### src/rtl/core/x86enc_pkg.sv
// Package for the x86 instruction encoder: request modes, opcodes and the
// encoded-record type carried from front to back. No dependencies.
package x86enc_pkg;

  localparam int MAX_BYTES     = 7;
  localparam int LEN_W         = 3;
  localparam int QUEUE_DEPTH_DEF = 2;

  typedef logic [4:0] mode_t;

  localparam mode_t MODE_MOV       = 5'd0;
  localparam mode_t MODE_XCHG      = 5'd1;
  localparam mode_t MODE_POP       = 5'd2;
  localparam mode_t MODE_PUSH      = 5'd3;
  localparam mode_t MODE_XOR       = 5'd4;
  localparam mode_t MODE_MOVIMM_RAW = 5'd5;
  localparam mode_t MODE_MOVIMM    = 5'd6;
  localparam mode_t MODE_PUSHIMM   = 5'd7;
  localparam mode_t MODE_TEST      = 5'd8;
  localparam mode_t MODE_NEG       = 5'd9;
  localparam mode_t MODE_NOT       = 5'd10;
  localparam mode_t MODE_ADD       = 5'd11;
  localparam mode_t MODE_AND_IMM   = 5'd12;
  localparam mode_t MODE_OR_IMM    = 5'd13;
  localparam mode_t MODE_XOR_IMM   = 5'd14;
  localparam mode_t MODE_ADD_IMM   = 5'd15;
  localparam mode_t MODE_SUB_IMM   = 5'd16;
  localparam mode_t MODE_STORE     = 5'd17;
  localparam mode_t MODE_LOAD      = 5'd18;
  localparam mode_t MODE_CMP_IMM   = 5'd19;

  localparam logic [7:0] OPC_MOV_RM    = 8'h89;
  localparam logic [7:0] OPC_MOV_LOAD  = 8'h8B;
  localparam logic [7:0] OPC_XCHG      = 8'h87;
  localparam logic [7:0] OPC_XCHG_EAX  = 8'h90;
  localparam logic [7:0] OPC_POP       = 8'h58;
  localparam logic [7:0] OPC_PUSH      = 8'h50;
  localparam logic [7:0] OPC_XOR_RM    = 8'h31;
  localparam logic [7:0] OPC_ADD_RM    = 8'h01;
  localparam logic [7:0] OPC_MOV_IMM   = 8'hB8;
  localparam logic [7:0] OPC_PUSH_IMM32 = 8'h68;
  localparam logic [7:0] OPC_PUSH_IMM8 = 8'h6A;
  localparam logic [7:0] OPC_TEST      = 8'h85;
  localparam logic [7:0] OPC_GRP3      = 8'hF7;
  localparam logic [7:0] OPC_GRP1_IMM32 = 8'h81;
  localparam logic [7:0] OPC_GRP1_IMM8 = 8'h83;
  localparam logic [7:0] OPC_AND_EAX   = 8'h25;
  localparam logic [7:0] OPC_OR_EAX    = 8'h0D;
  localparam logic [7:0] OPC_XOR_EAX   = 8'h35;
  localparam logic [7:0] OPC_ADD_EAX   = 8'h05;
  localparam logic [7:0] OPC_SUB_EAX   = 8'h2D;
  localparam logic [7:0] OPC_CMP_EAX   = 8'h3D;
  localparam logic [7:0] SIB_ESP       = 8'h24;

  localparam logic [2:0] EXT_ADD = 3'd0;
  localparam logic [2:0] EXT_OR  = 3'd1;
  localparam logic [2:0] EXT_AND = 3'd4;
  localparam logic [2:0] EXT_SUB = 3'd5;
  localparam logic [2:0] EXT_XOR = 3'd6;
  localparam logic [2:0] EXT_CMP = 3'd7;
  localparam logic [2:0] EXT_NOT = 3'd2;
  localparam logic [2:0] EXT_NEG = 3'd3;

  localparam logic [2:0] REG_EAX = 3'd0;
  localparam logic [2:0] REG_ESP = 3'd4;
  localparam logic [2:0] REG_EBP = 3'd5;

  localparam logic [1:0] MD_IND   = 2'b00;
  localparam logic [1:0] MD_DISP8 = 2'b01;
  localparam logic [1:0] MD_DISP32 = 2'b10;
  localparam logic [1:0] MD_REG   = 2'b11;

  typedef struct packed {
    logic [MAX_BYTES-1:0][7:0] bytes;
    logic [LEN_W-1:0]          len;
  } enc_t;

  typedef struct packed {
    logic full;
    logic nonempty;
  } qstat_t;

  function automatic logic [7:0] modrm(input logic [1:0] md, input logic [2:0] r,
                                       input logic [2:0] rm);
    return {md, r, rm};
  endfunction

endpackage

### src/rtl/core/x86enc_if.sv
// Valid/ready channel interfaces for the encoder's request and byte streams.
// Depends on nothing.
interface x86enc_req_if (input logic clk);
  logic              valid;
  logic              ready;
  logic [4:0]        mode;
  logic [2:0]        first_reg;
  logic [2:0]        second_reg;
  logic signed [31:0] value;

  modport source (output valid, mode, first_reg, second_reg, value, input ready);
  modport sink   (input valid, mode, first_reg, second_reg, value, output ready);
endinterface

interface x86enc_code_if (input logic clk);
  logic       valid;
  logic       ready;
  logic [7:0] code_byte;
  logic       last_byte;

  modport source (output valid, code_byte, last_byte, input ready);
  modport sink   (input valid, code_byte, last_byte, output ready);
endinterface

### src/rtl/core/x86enc_front.sv
// Front end: accepts a request and builds its complete byte encoding.
// Depends on x86enc_pkg and x86enc_req_if.
module x86enc_front
  import x86enc_pkg::*;
(
  x86enc_req_if.sink req,
  input  qstat_t     qstat,
  output logic       push,
  output enc_t       rec
);

  logic [31:0] v;
  logic [2:0]  a;
  logic [2:0]  b;
  logic        fits;
  logic        ri_en;
  logic [2:0]  ri_ext;
  logic [7:0]  ri_acc;
  logic        mem_en;
  logic [7:0]  m_opc;
  logic [2:0]  m_reg;
  logic [2:0]  m_base;
  logic [1:0]  m_md;

  assign v    = req.value;
  assign a    = req.first_reg;
  assign b    = req.second_reg;
  assign fits = (v[31:7] == '0) || (v[31:7] == '1);

  always_comb begin
    rec        = '0;
    ri_en      = 1'b0;
    ri_ext     = EXT_ADD;
    ri_acc     = OPC_ADD_EAX;
    mem_en     = 1'b0;
    m_opc      = OPC_MOV_RM;
    m_reg      = b;
    m_base     = a;
    unique case (req.mode)
      MODE_MOV: begin
        rec.bytes[0] = OPC_MOV_RM;
        rec.bytes[1] = modrm(MD_REG, b, a);
        rec.len      = 3'd2;
      end
      MODE_XCHG: begin
        if (a == REG_EAX || b == REG_EAX) begin
          rec.bytes[0] = OPC_XCHG_EAX | {5'd0, a | b};
          rec.len      = 3'd1;
        end else begin
          rec.bytes[0] = OPC_XCHG;
          rec.bytes[1] = modrm(MD_REG, b, a);
          rec.len      = 3'd2;
        end
      end
      MODE_POP: begin
        rec.bytes[0] = OPC_POP | {5'd0, a};
        rec.len      = 3'd1;
      end
      MODE_PUSH: begin
        rec.bytes[0] = OPC_PUSH | {5'd0, a};
        rec.len      = 3'd1;
      end
      MODE_XOR: begin
        rec.bytes[0] = OPC_XOR_RM;
        rec.bytes[1] = modrm(MD_REG, b, a);
        rec.len      = 3'd2;
      end
      MODE_MOVIMM_RAW, MODE_MOVIMM: begin
        if (req.mode == MODE_MOVIMM && v == '0) begin
          rec.bytes[0] = OPC_XOR_RM;
          rec.bytes[1] = modrm(MD_REG, a, a);
          rec.len      = 3'd2;
        end else begin
          rec.bytes[0]   = OPC_MOV_IMM | {5'd0, a};
          rec.bytes[4:1] = v;
          rec.len        = 3'd5;
        end
      end
      MODE_PUSHIMM: begin
        if (fits) begin
          rec.bytes[0] = OPC_PUSH_IMM8;
          rec.bytes[1] = v[7:0];
          rec.len      = 3'd2;
        end else begin
          rec.bytes[0]   = OPC_PUSH_IMM32;
          rec.bytes[4:1] = v;
          rec.len        = 3'd5;
        end
      end
      MODE_TEST: begin
        rec.bytes[0] = OPC_TEST;
        rec.bytes[1] = modrm(MD_REG, a, a);
        rec.len      = 3'd2;
      end
      MODE_NEG: begin
        rec.bytes[0] = OPC_GRP3;
        rec.bytes[1] = modrm(MD_REG, EXT_NEG, a);
        rec.len      = 3'd2;
      end
      MODE_NOT: begin
        rec.bytes[0] = OPC_GRP3;
        rec.bytes[1] = modrm(MD_REG, EXT_NOT, a);
        rec.len      = 3'd2;
      end
      MODE_ADD: begin
        rec.bytes[0] = OPC_ADD_RM;
        rec.bytes[1] = modrm(MD_REG, b, a);
        rec.len      = 3'd2;
      end
      MODE_AND_IMM: begin
        ri_en  = 1'b1;
        ri_ext = EXT_AND;
        ri_acc = OPC_AND_EAX;
      end
      MODE_OR_IMM: begin
        ri_en  = 1'b1;
        ri_ext = EXT_OR;
        ri_acc = OPC_OR_EAX;
      end
      MODE_XOR_IMM: begin
        ri_en  = 1'b1;
        ri_ext = EXT_XOR;
        ri_acc = OPC_XOR_EAX;
      end
      MODE_ADD_IMM: begin
        ri_en  = 1'b1;
        ri_ext = EXT_ADD;
        ri_acc = OPC_ADD_EAX;
      end
      MODE_SUB_IMM: begin
        ri_en  = 1'b1;
        ri_ext = EXT_SUB;
        ri_acc = OPC_SUB_EAX;
      end
      MODE_CMP_IMM: begin
        ri_en  = 1'b1;
        ri_ext = EXT_CMP;
        ri_acc = OPC_CMP_EAX;
      end
      MODE_STORE: begin
        mem_en = 1'b1;
        m_opc  = OPC_MOV_RM;
        m_reg  = b;
        m_base = a;
      end
      MODE_LOAD: begin
        mem_en = 1'b1;
        m_opc  = OPC_MOV_LOAD;
        m_reg  = a;
        m_base = b;
      end
      default: rec.len = '0;
    endcase

    if (ri_en) begin
      if (a == REG_EAX && !fits) begin
        rec.bytes[0]   = ri_acc;
        rec.bytes[4:1] = v;
        rec.len        = 3'd5;
      end else if (fits) begin
        rec.bytes[0] = OPC_GRP1_IMM8;
        rec.bytes[1] = modrm(MD_REG, ri_ext, a);
        rec.bytes[2] = v[7:0];
        rec.len      = 3'd3;
      end else begin
        rec.bytes[0]   = OPC_GRP1_IMM32;
        rec.bytes[1]   = modrm(MD_REG, ri_ext, a);
        rec.bytes[5:2] = v;
        rec.len        = 3'd6;
      end
    end

    m_md = (v == '0 && m_base != REG_EBP) ? MD_IND : (fits ? MD_DISP8 : MD_DISP32);
    if (mem_en) begin
      rec.bytes[0] = m_opc;
      rec.bytes[1] = modrm(m_md, m_reg, m_base);
      if (m_base == REG_ESP) begin
        rec.bytes[2] = SIB_ESP;
        unique case (m_md)
          MD_DISP8: begin
            rec.bytes[3] = v[7:0];
            rec.len      = 3'd4;
          end
          MD_DISP32: begin
            rec.bytes[6:3] = v;
            rec.len        = 3'd7;
          end
          default: rec.len = 3'd3;
        endcase
      end else begin
        unique case (m_md)
          MD_DISP8: begin
            rec.bytes[2] = v[7:0];
            rec.len      = 3'd3;
          end
          MD_DISP32: begin
            rec.bytes[5:2] = v;
            rec.len        = 3'd6;
          end
          default: rec.len = 3'd2;
        endcase
      end
    end
  end

  assign req.ready = !qstat.full;
  assign push      = req.valid && !qstat.full && (rec.len != '0);

endmodule

### src/rtl/core/x86enc_queue.sv
// Short FIFO of encoded records between front and back.
// Depends on x86enc_pkg.
module x86enc_queue
  import x86enc_pkg::*;
#(
  parameter int QUEUE_DEPTH = QUEUE_DEPTH_DEF
) (
  input  logic   clk,
  input  logic   rst,
  input  logic   push,
  input  enc_t   wr_rec,
  input  logic   pop,
  output enc_t   rd_rec,
  output qstat_t qstat
);

  localparam int PTR_W = (QUEUE_DEPTH > 1) ? $clog2(QUEUE_DEPTH) : 1;
  localparam int CNT_W = $clog2(QUEUE_DEPTH + 1);
  localparam logic [PTR_W-1:0] PTR_LAST = PTR_W'(QUEUE_DEPTH - 1);
  localparam logic [CNT_W-1:0] CNT_FULL = CNT_W'(QUEUE_DEPTH);

  enc_t             slots [QUEUE_DEPTH];
  logic [PTR_W-1:0] wr_ptr;
  logic [PTR_W-1:0] rd_ptr;
  logic [CNT_W-1:0] count;

  always_ff @(posedge clk) begin
    if (rst) begin
      wr_ptr <= '0;
      rd_ptr <= '0;
      count  <= '0;
    end else begin
      if (push) begin
        wr_ptr <= (wr_ptr == PTR_LAST) ? '0 : wr_ptr + 1'b1;
      end
      if (pop) begin
        rd_ptr <= (rd_ptr == PTR_LAST) ? '0 : rd_ptr + 1'b1;
      end
      if (push && !pop) begin
        count <= count + 1'b1;
      end else if (pop && !push) begin
        count <= count - 1'b1;
      end
    end
  end

  always_ff @(posedge clk) begin
    if (push) begin
      slots[wr_ptr] <= wr_rec;
    end
  end

  assign rd_rec         = slots[rd_ptr];
  assign qstat.full     = (count == CNT_FULL);
  assign qstat.nonempty = (count != '0);

endmodule

### src/rtl/core/x86enc_back.sv
// Back end: holds one encoded record and sends it out a byte per transfer.
// Depends on x86enc_pkg and x86enc_code_if.
module x86enc_back
  import x86enc_pkg::*;
(
  input  logic   clk,
  input  logic   rst,
  input  qstat_t qstat,
  input  enc_t   rd_rec,
  output logic   pop,
  x86enc_code_if.source code
);

  logic             cur_valid;
  enc_t             cur;
  logic [LEN_W-1:0] idx;
  logic             is_last;
  logic             xfer;

  assign is_last = (idx == cur.len - 1'b1);
  assign xfer    = cur_valid && code.ready;
  assign pop     = qstat.nonempty && (!cur_valid || (xfer && is_last));

  always_ff @(posedge clk) begin
    if (rst) begin
      cur_valid <= 1'b0;
      idx       <= '0;
    end else if (pop) begin
      cur_valid <= 1'b1;
      idx       <= '0;
    end else if (xfer) begin
      if (is_last) begin
        cur_valid <= 1'b0;
      end else begin
        idx <= idx + 1'b1;
      end
    end
  end

  always_ff @(posedge clk) begin
    if (pop) begin
      cur <= rd_rec;
    end
  end

  assign code.valid     = cur_valid;
  assign code.code_byte = cur.bytes[idx];
  assign code.last_byte = is_last;

endmodule

### src/rtl/core/x86_instruction_encoder_top.sv
// Top level of the 32-bit x86 instruction encoder: front, queue and back.
// Depends on x86enc_pkg, the channel interfaces and the three submodules.
//
//  channel | role   | payload                                  | per transfer
//  req     | sink   | mode, first_reg, second_reg, value       | one request
//  code    | source | code_byte, last_byte                     | one byte
//
// A request is encoded in the cycle it is taken and queued; the back end
// sends one byte per cycle while code is ready, over the single byte-wide
// output, 1 to 7 bytes per instruction. Unknown modes are taken and
// produce nothing. Requests keep being taken while the queue has room,
// also while code stalls. Reset clears the queue and the byte sender.
module x86_instruction_encoder_top
  import x86enc_pkg::*;
#(
  parameter int QUEUE_DEPTH = QUEUE_DEPTH_DEF
) (
  input logic clk,
  input logic rst,
  x86enc_req_if.sink    req,
  x86enc_code_if.source code
);

  qstat_t qstat;
  logic   push;
  logic   pop;
  enc_t   wr_rec;
  enc_t   rd_rec;

  x86enc_front u_front (
    .req   (req),
    .qstat (qstat),
    .push  (push),
    .rec   (wr_rec)
  );

  x86enc_queue #(
    .QUEUE_DEPTH (QUEUE_DEPTH)
  ) u_queue (
    .clk    (clk),
    .rst    (rst),
    .push   (push),
    .wr_rec (wr_rec),
    .pop    (pop),
    .rd_rec (rd_rec),
    .qstat  (qstat)
  );

  x86enc_back u_back (
    .clk    (clk),
    .rst    (rst),
    .qstat  (qstat),
    .rd_rec (rd_rec),
    .pop    (pop),
    .code   (code)
  );

  a_push_room: assert property (@(posedge clk) disable iff (rst)
    push |-> !qstat.full)
    else $error("push into full queue");

  a_pop_data: assert property (@(posedge clk) disable iff (rst)
    pop |-> qstat.nonempty)
    else $error("pop from empty queue");

  a_push_len: assert property (@(posedge clk) disable iff (rst)
    push |-> (wr_rec.len != '0) && (wr_rec.len <= LEN_W'(MAX_BYTES)))
    else $error("queued record with bad length");

  a_cont: assert property (@(posedge clk) disable iff (rst)
    code.valid && code.ready && !code.last_byte |=> code.valid)
    else $error("instruction cut short");

endmodule
### src/flat_wrapper.sv
// flat-port wrapper written by rule: the top's interface ports become plain ports
module x86_instruction_encoder_top_flat import x86enc_pkg::*;
#(
  parameter int QUEUE_DEPTH = QUEUE_DEPTH_DEF
)
  (clk, rst, req_valid, req_mode, req_first_reg, req_second_reg, req_value, req_ready, code_valid, code_code_byte, code_last_byte, code_ready);
  x86enc_req_if req_i (.clk(clk));
  x86enc_code_if code_i (.clk(clk));
  input logic clk;
  input logic rst;
  input wire logic [$bits(req_i.valid)-1:0] req_valid;
  input wire logic [$bits(req_i.mode)-1:0] req_mode;
  input wire logic [$bits(req_i.first_reg)-1:0] req_first_reg;
  input wire logic [$bits(req_i.second_reg)-1:0] req_second_reg;
  input wire logic [$bits(req_i.value)-1:0] req_value;
  output wire logic [$bits(req_i.ready)-1:0] req_ready;
  output wire logic [$bits(code_i.valid)-1:0] code_valid;
  output wire logic [$bits(code_i.code_byte)-1:0] code_code_byte;
  output wire logic [$bits(code_i.last_byte)-1:0] code_last_byte;
  input wire logic [$bits(code_i.ready)-1:0] code_ready;
  assign req_i.valid = req_valid;
  assign req_i.mode = req_mode;
  assign req_i.first_reg = req_first_reg;
  assign req_i.second_reg = req_second_reg;
  assign req_i.value = req_value;
  assign req_ready = req_i.ready;
  assign code_valid = code_i.valid;
  assign code_code_byte = code_i.code_byte;
  assign code_last_byte = code_i.last_byte;
  assign code_i.ready = code_ready;
  x86_instruction_encoder_top #(.QUEUE_DEPTH(QUEUE_DEPTH)) u_core (.clk(clk), .rst(rst), .req(req_i), .code(code_i));
endmodule
### config.mk
export PLATFORM = sky130hd
export DESIGN_NAME = x86_instruction_encoder_top_flat
export DESIGN_NICKNAME = d
export VERILOG_FILES = /design/src/rtl/core/x86enc_pkg.sv /design/src/rtl/core/x86enc_if.sv /design/src/rtl/core/x86enc_front.sv /design/src/rtl/core/x86enc_queue.sv /design/src/rtl/core/x86enc_back.sv /design/src/rtl/core/x86_instruction_encoder_top.sv /design/src/flat_wrapper.sv
export SDC_FILE = /design/constraint.sdc
export NUM_CORES = 1
export LEC_CHECK = 0
export BUFFER_PORTS_ARGS = -buffer_cell sky130_fd_sc_hd__buf_2
export CAP_MARGIN = 40
export CORE_MARGIN = 2
export CORE_UTILIZATION = 40
export CTS_CLUSTER_DIAMETER = 50
export CTS_CLUSTER_SIZE = 16
export DETAILED_ROUTE_END_ITERATION = 6
export GPL_TIMING_DRIVEN = 0
export MAX_ROUTING_LAYER = met4
export SYNTH_ARGS = -nofsm -noshare
export SYNTH_HDL_FRONTEND = slang
export SYNTH_HIERARCHICAL = 1
export SYNTH_SLANG_ARGS = --single-unit
### constraint.sdc
create_clock -name clk -period 15.9 [get_ports clk]
set_clock_uncertainty 0.2 [all_clocks]
set_input_delay 3.18 -clock clk [delete_from_list [all_inputs] [get_ports clk]]
set_output_delay 3.18 -clock clk [all_outputs]
set_load 0.05 [all_outputs]
======== After elaboration in Yosys (flattened, before gate mapping) ========
Memories as Yosys holds them, arrays and structs flattened. A register that Yosys moved wholly into a read port is not among the register bits.
Cells that the tools add are included.
storage, ports and cells
  bits in registers ....................... 8
  RAM bits ................................ 118
  output and inout port bits .............. 11
  memories ................................ 1
cells by class
  add/subtract/negate cells ............... 6
  $lt $le $gt $ge ......................... 1
  equality and inequality tests ........... 26
  multiplexer cells ....................... 45
  bitwise operators ....................... 2
  reductions and logical operators ........ 39
memories
  name                  depth  bits a word  read ports  clocked after Yosys merged registers in  write ports  RTL line            text
  u_core.u_queue.slots  2      59           1           1                                        1            x86enc_queue.sv:22  enc_t slots [QUEUE_DEPTH];
operator list
  operator                                       number
  2-to-1 mux 24 bit                              5
  one-hot mux 8 bit (10 select lines)            1
  2-to-1 mux 59 bit                              1
  2-to-1 mux 8 bit                               7
  one-hot mux 8 bit (7 select lines)             1
  2-to-1 mux 51 bit                              1
  one-hot mux 24 bit (2 select lines)            1
  2-to-1 mux 43 bit                              1
  == test 5 x 4 -> 1 bit, second input constant  8
  zero test 32 bit                               1
  2-to-1 mux 32 bit                              1
  one-hot mux 3 bit (5 select lines)             2
  one-hot mux 6 bit (5 select lines)             1
  == test 25 bit, second input constant          1
  zero test 25 bit                               1
  binary-select mux 8 bit (select 3 bit)         1
  == test 5 x 3 -> 1 bit, second input constant  4
  == test 5 bit, second input constant           4
  2-to-1 mux 19 bit                              1
  one-hot mux 3 bit (2 select lines)             2
  OR reduction 2 bit                             6
  OR reduction 6 bit                             2
  == test 5 x 2 -> 1 bit, second input constant  2
  logical AND 1 bit                              10
  other kinds (26)                               54

======== Longest topological paths before layout ========
  word-level depth ........................ 16
  gate-level depth with buffers ........... 10
  depth with buffers taken out ............ 10

======== By module ========
The synthesis kept the hierarchy.
modules (own cells, without submodules)
  module        instances  cells an instance  area each (um2)
  x86enc_queue  1          206                4510.6
  x86enc_back   1          146                2499.9
  x86enc_front  1          319                2001.9

======== Worst setup path before layout ========
Ideal clock, no wire load.
  path kind ............................... input-to-reg
  start ................................... input port code_ready
  end ..................................... register u_core.u_queue.count[1]
  library setup time ...................... 0.070 ns
  data arrival time ....................... 8.890 ns
  data required time ...................... 15.630 ns
  path slack .............................. 6.740 ns
  cell stages on the path ................. 6
  buffers on the path ..................... 0
  cell sequence ........................... nand4_1 -> a21boi_0 -> inv_1 -> ha_1 -> or3_1 -> a21oi_1
between the ends
  longest elaborated chain between the ends .. 7
  elaborated cells on any way between the ends .. 9
  classes of those cells .................. mux: 1; reduce/logical: 8
RTL lines
  what                                                    RTL line                           text
  from (decl)                                             flat_wrapper.sv:20                 input wire logic [$bits(code_i.ready)-1:0] code_ready;
  logical AND 1 bit (*)                                   x86enc_back.sv:21                  assign xfer = cur_valid && code.ready;
  logical AND 1 bit (*)                                   x86enc_back.sv:22                  assign pop = qstat.nonempty && (!cur_valid || (xfer && is_last));
  logical OR 1 bit (*)                                    x86enc_back.sv:22
  logical AND 1 bit (*)                                   x86enc_back.sv:22
  via u_core.pop                                          x86_instruction_encoder_top.sv:26  logic pop;
  zero test 1 bit                                         x86enc_queue.sv:39                 if (push && !pop) begin
  logical AND 1 bit                                       x86enc_queue.sv:39
  2-to-1 mux 2 bit or nonzero test 2 bit (tied branches)  -
  to (signal assigned)                                    x86enc_queue.sv:40                 count <= count + 1'b1;
  to (signal assigned)                                    x86enc_queue.sv:42                 count <= count - 1'b1;
  to (decl)                                               x86enc_queue.sv:25                 logic [CNT_W-1:0] count;
Mark *: on every way through the listed nets, which the timed path passes. The rest lies on a longest branch.
A chain may end at the register's enable or synchronous reset.

==> metrics.md <==
| Metric | Value |
|---|---|
| Status | `complete, but fails checks` |
| Failing checks | `design-rule violations` |
| WL final | `24.65 mm` |
| Cell variety after synth | `76` |
| Layout cell share with drive strength beyond 1 | `0.2631` |
| First-pass GRT wire length | `around 38 mm` |
| Finished layout cell area | `roughly 10000 um^2` |
| CTS tree | `yes` |
| Design Power | `1566 uW` |
| WL met1 | `between 10 and 15 mm` |
| CTS H-tree lvls | `4` |
| Hold slack | `0.3078 ns` |
| Cells on Worst Hold Path | `2` |
| Psw | `503.0 uW` |
| Rows | `54` |
| Crit path largest cell delay | `just over 0.5 ns` |
| Max FO, Critical Path | `10` |
| Drt drc | `1` |
| Fin. Hold Viols | `0` |
| R2R Path End | `u_core/u_queue/count[1]` |
| Pwr Density | `between 150 and 200 nW/um^2` |
| Routed Antenna Nets | `0` |
| Fin nets | `~800` |
| Grt ovf | `0` |
| RD Place Congestion | `between 0.9 and 1` |
| Largest net degree at the start of global routing | `60` |
| Top FF cell, synth | `edfxtp_1` |
| YS warnings | `6` |
| Detailed placer's ending HPWL | `18.02 mm` |
| Die Width | `154.1 um` |
| Hold EP | `u_core/u_queue/count[1]` |
| Post-synthesis sequential area ratio | `0.6097` |
| Hold Buf Count CTS | `0` |
| Slew Limit Headroom | `0.4241` |
| Async set or reset register ratio after synthesis | `0` |
| Combinational fraction of design power | `0.286` |
| Leak pwr | `0.003707 uW` |
| Final slew viol count | `0` |
| Die Y | `154.1 um` |
| Input/output buffers | `56` |
| Clock slew at reported path FFs | `0.08 ns` |
| Slew @ Worst Pin | `0.8639 ns` |
| Number of synthesized register bits | `186` |
| Commonest non-fill, non-tap cell in the layout | `edfxtp_1` |
| Arrival time at the worst endpoint | `5.78 ns` |
| Wire length on met3 | `~1.7 mm` |
| Hold path startpoint | `u_core/u_queue/count[1]` |
| Post-CTS Resized | `0` |
| CORE AREA | `21960 um^2` |
| Hold Path Class | `reg -> reg` |
| Antenna violations before repair | `0` |
| Post-synth EDFFs | `177` |
| Final Cycle Share | `0.3673` |
| CP max stage cell | `nor2_1` |
| Clock power share | `0.265` |
| Critical path launch point type | `primary input` |
| Die ar. | `roughly 24000 um^2` |
| Vias in the first global route | `6173` |
| 1st-iter DRT viols | `around 800` |
| First-pass DRT Iterations | `7` |
| Worst R2R Setup Slack | `between 10 and 15 ns` |
| Via count | `6351` |
| Post-CTS Setup Inserts | `0` |
| Final WS setup | `approximately 10 ns` |
| RSZ-0062 raised after global routing | `false` |
| Top sig layer | `met4` |
| Final setup fails | `0` |
| Worst vdd ir | `0.00007460 V` |
| Clock tree sinks | `186` |
| Routed WL per cell | `23.61 um` |
| Deepest clock path buffer count | `2` |
| Starting Density | `0.4104` |
| Synth Instances | `671` |
| Clk Latency, worst-skew pair | `0.43 ns` |
| DR WL met2 | `about 11 mm` |
| P_int | `1063 uW` |
| Worst r2r src | `u_core/u_back/cur[0]` |
| Max_cap viols | `0` |
| Post-Syn Area | `9012 um^2` |
| Commonest non-fill, non-tap cells in the layout | `edfxtp_1 (177), buf_2 (74), nor2_1 (57)` |
| Post-route setup TNS | `0 ns` |
| Endpoint class of the critical path | `register` |
| Period minus WS final | `5.841 ns` |
| Syn nets | `721` |
| Critical Path RT | `about 16 ns` |
| Switching part of the total power | `0.3213` |
| Root buffer cell | `clkbuf_16` |
| Cell Area, Placed | `roughly 10000 um^2` |
| Ant. Diodes | `0` |
| Sequential share of power | `0.448` |
| Critical path class | `in -> reg` |
| Area Overhead vs Synth | `15.26%` |
| Worst reg2reg path depth | `9` |
| Post-place setup slack | `9.789 ns` |
| GRT Total Usage | `0.2188` |
| Synth Area per Inst | `13.43 um^2` |
| Fmax achieved | `171.2 MHz` |
| IO Pins | `just under 60` |
| Critical-path cell list | `buf_2 -> buf_1 -> nor2_1 -> nand4_1 -> nor3_4 -> or2_2 -> nand3_2 -> clkbuf_1 -> o2bb2ai_1` |
| Num CTS Buffers | `17` |
| Vias per cell | `6.083` |
## final cells by class
type	count	area (um^2)
inverter	11	41.29
clock buffer	17	425.4
clock inverter	15	175.2
buffer	41	214.0
tap	280	350.3
fill	1936	11570
multi-input combinational	433	3283
sequential	186	5495
timing repair buffer	61	402.9
## critical path: cells and delay by family
family | cells | cell delay (ns)
simple gates | 5 | 1.64
buf+inv | 3 | 0.67
compound gates | 1 | 0.28
## power by group through the flow
stage	Clock (uW)	Sequential, uW	Combinational (uW)
5_1_grt	444	710	484
4_1_cts	423	704	453
3_5_place_dp	0	715	451
6_report	415	702	448
2_1_floorplan	0	718	296
3_3_place_gp	0	737	405
## cells by family (layout without fill, tap and decap cells)
kind of cell,count (synthesis),count (layout),synth area share
AOI/OAI and AO/OA,170,170,0.1355
xor gates and xnor gates,12,12,0.01402
adders and majority gates,3,3,0.004165
buffers and inverters,52,145,0.02832
DFF,186,186,0.6097
muxes,78,78,0.1101
and+or+nand+nor,170,170,0.09815
## synthesized netlist by cell type (5+ instances only)
cell type / instances / share of area
a21oi_1: 36 / 0.020
a31oi_1: 9 / 0.0062
nor2b_1: 7 / 0.0049
inv_1: 11 / 0.0046
o31ai_1: 5 / 0.0042
nand2_1: 23 / 0.0096
mux4_2: 8 / 0.020
dfxtp_1: 9 / 0.020
o31a_1: 6 / 0.0058
nor2_1: 57 / 0.024
mux2i_1: 11 / 0.012
buf_2: 18 / 0.010
nor3_1: 14 / 0.0078
a22o_1: 6 / 0.0058
a221o_1: 8 / 0.0089
nand4_1: 11 / 0.0076
edfxtp_1: 177 / 0.59
mux2_4: 10 / 0.017
a22oi_1: 24 / 0.020
nand3_1: 11 / 0.0061
xnor2_1: 6 / 0.0058
o21ai_0: 20 / 0.011
a21bo_1: 5 / 0.0056
o2bb2ai_1: 8 / 0.0078
clkbuf_1: 15 / 0.0062
nor4_1: 7 / 0.0049
mux2_2: 49 / 0.061
and3_1: 12 / 0.0083
## worst max path at each step
| stage | start | endpoint | slack [ns] | cells past startpoint |
|---|---|---|---|---|
| after detailed placement | req_mode[4] | u_core/u_queue/slots[0][41] | 9.79 | 9 |
| after global placement | code_ready | u_core/u_queue/count[1] | 4.34 | 7 |
| after global routing | u_core/u_back/idx[0] | code_code_byte[3] | 9.97 | 6 |
| after floorplan | code_ready | u_core/u_queue/count[1] | 6.74 | 6 |
| final | req_mode[4] | u_core/u_queue/slots[1][41] | 10.06 | 9 |
| after CTS | u_core/u_back/idx[0] | code_code_byte[7] | 10.13 | 6 |
## flip-flops by register name (all words and copies together) (netlist names), named ones only
signal,cells
u_core/u_queue/wr_ptr,1
u_core/u_back/idx,3
u_core/u_queue/slots,118
u_core/u_back/cur,59
u_core/u_queue/count,2
u_core/u_back/code.valid,1
u_core/u_queue/rd_ptr,1
## per-stage QoR
step                        util  instances
final                     0.4730       1044
after global placement    0.4391       1007
after detailed placement  0.4457       1012
after CTS                 0.4730       1044
after global routing      0.4730       1044
after floorplan                -        671
## metal layers
layer | track usage | up-vias
met5 | - | -
met4 | 0.05518 | 0
met3 | 0.02593 | 33
met2 | 0.3235 | 323
met1 | 0.3225 | 3170
li1 | - | 2825
Note: power is estimated with default switching activity, not from simulation.
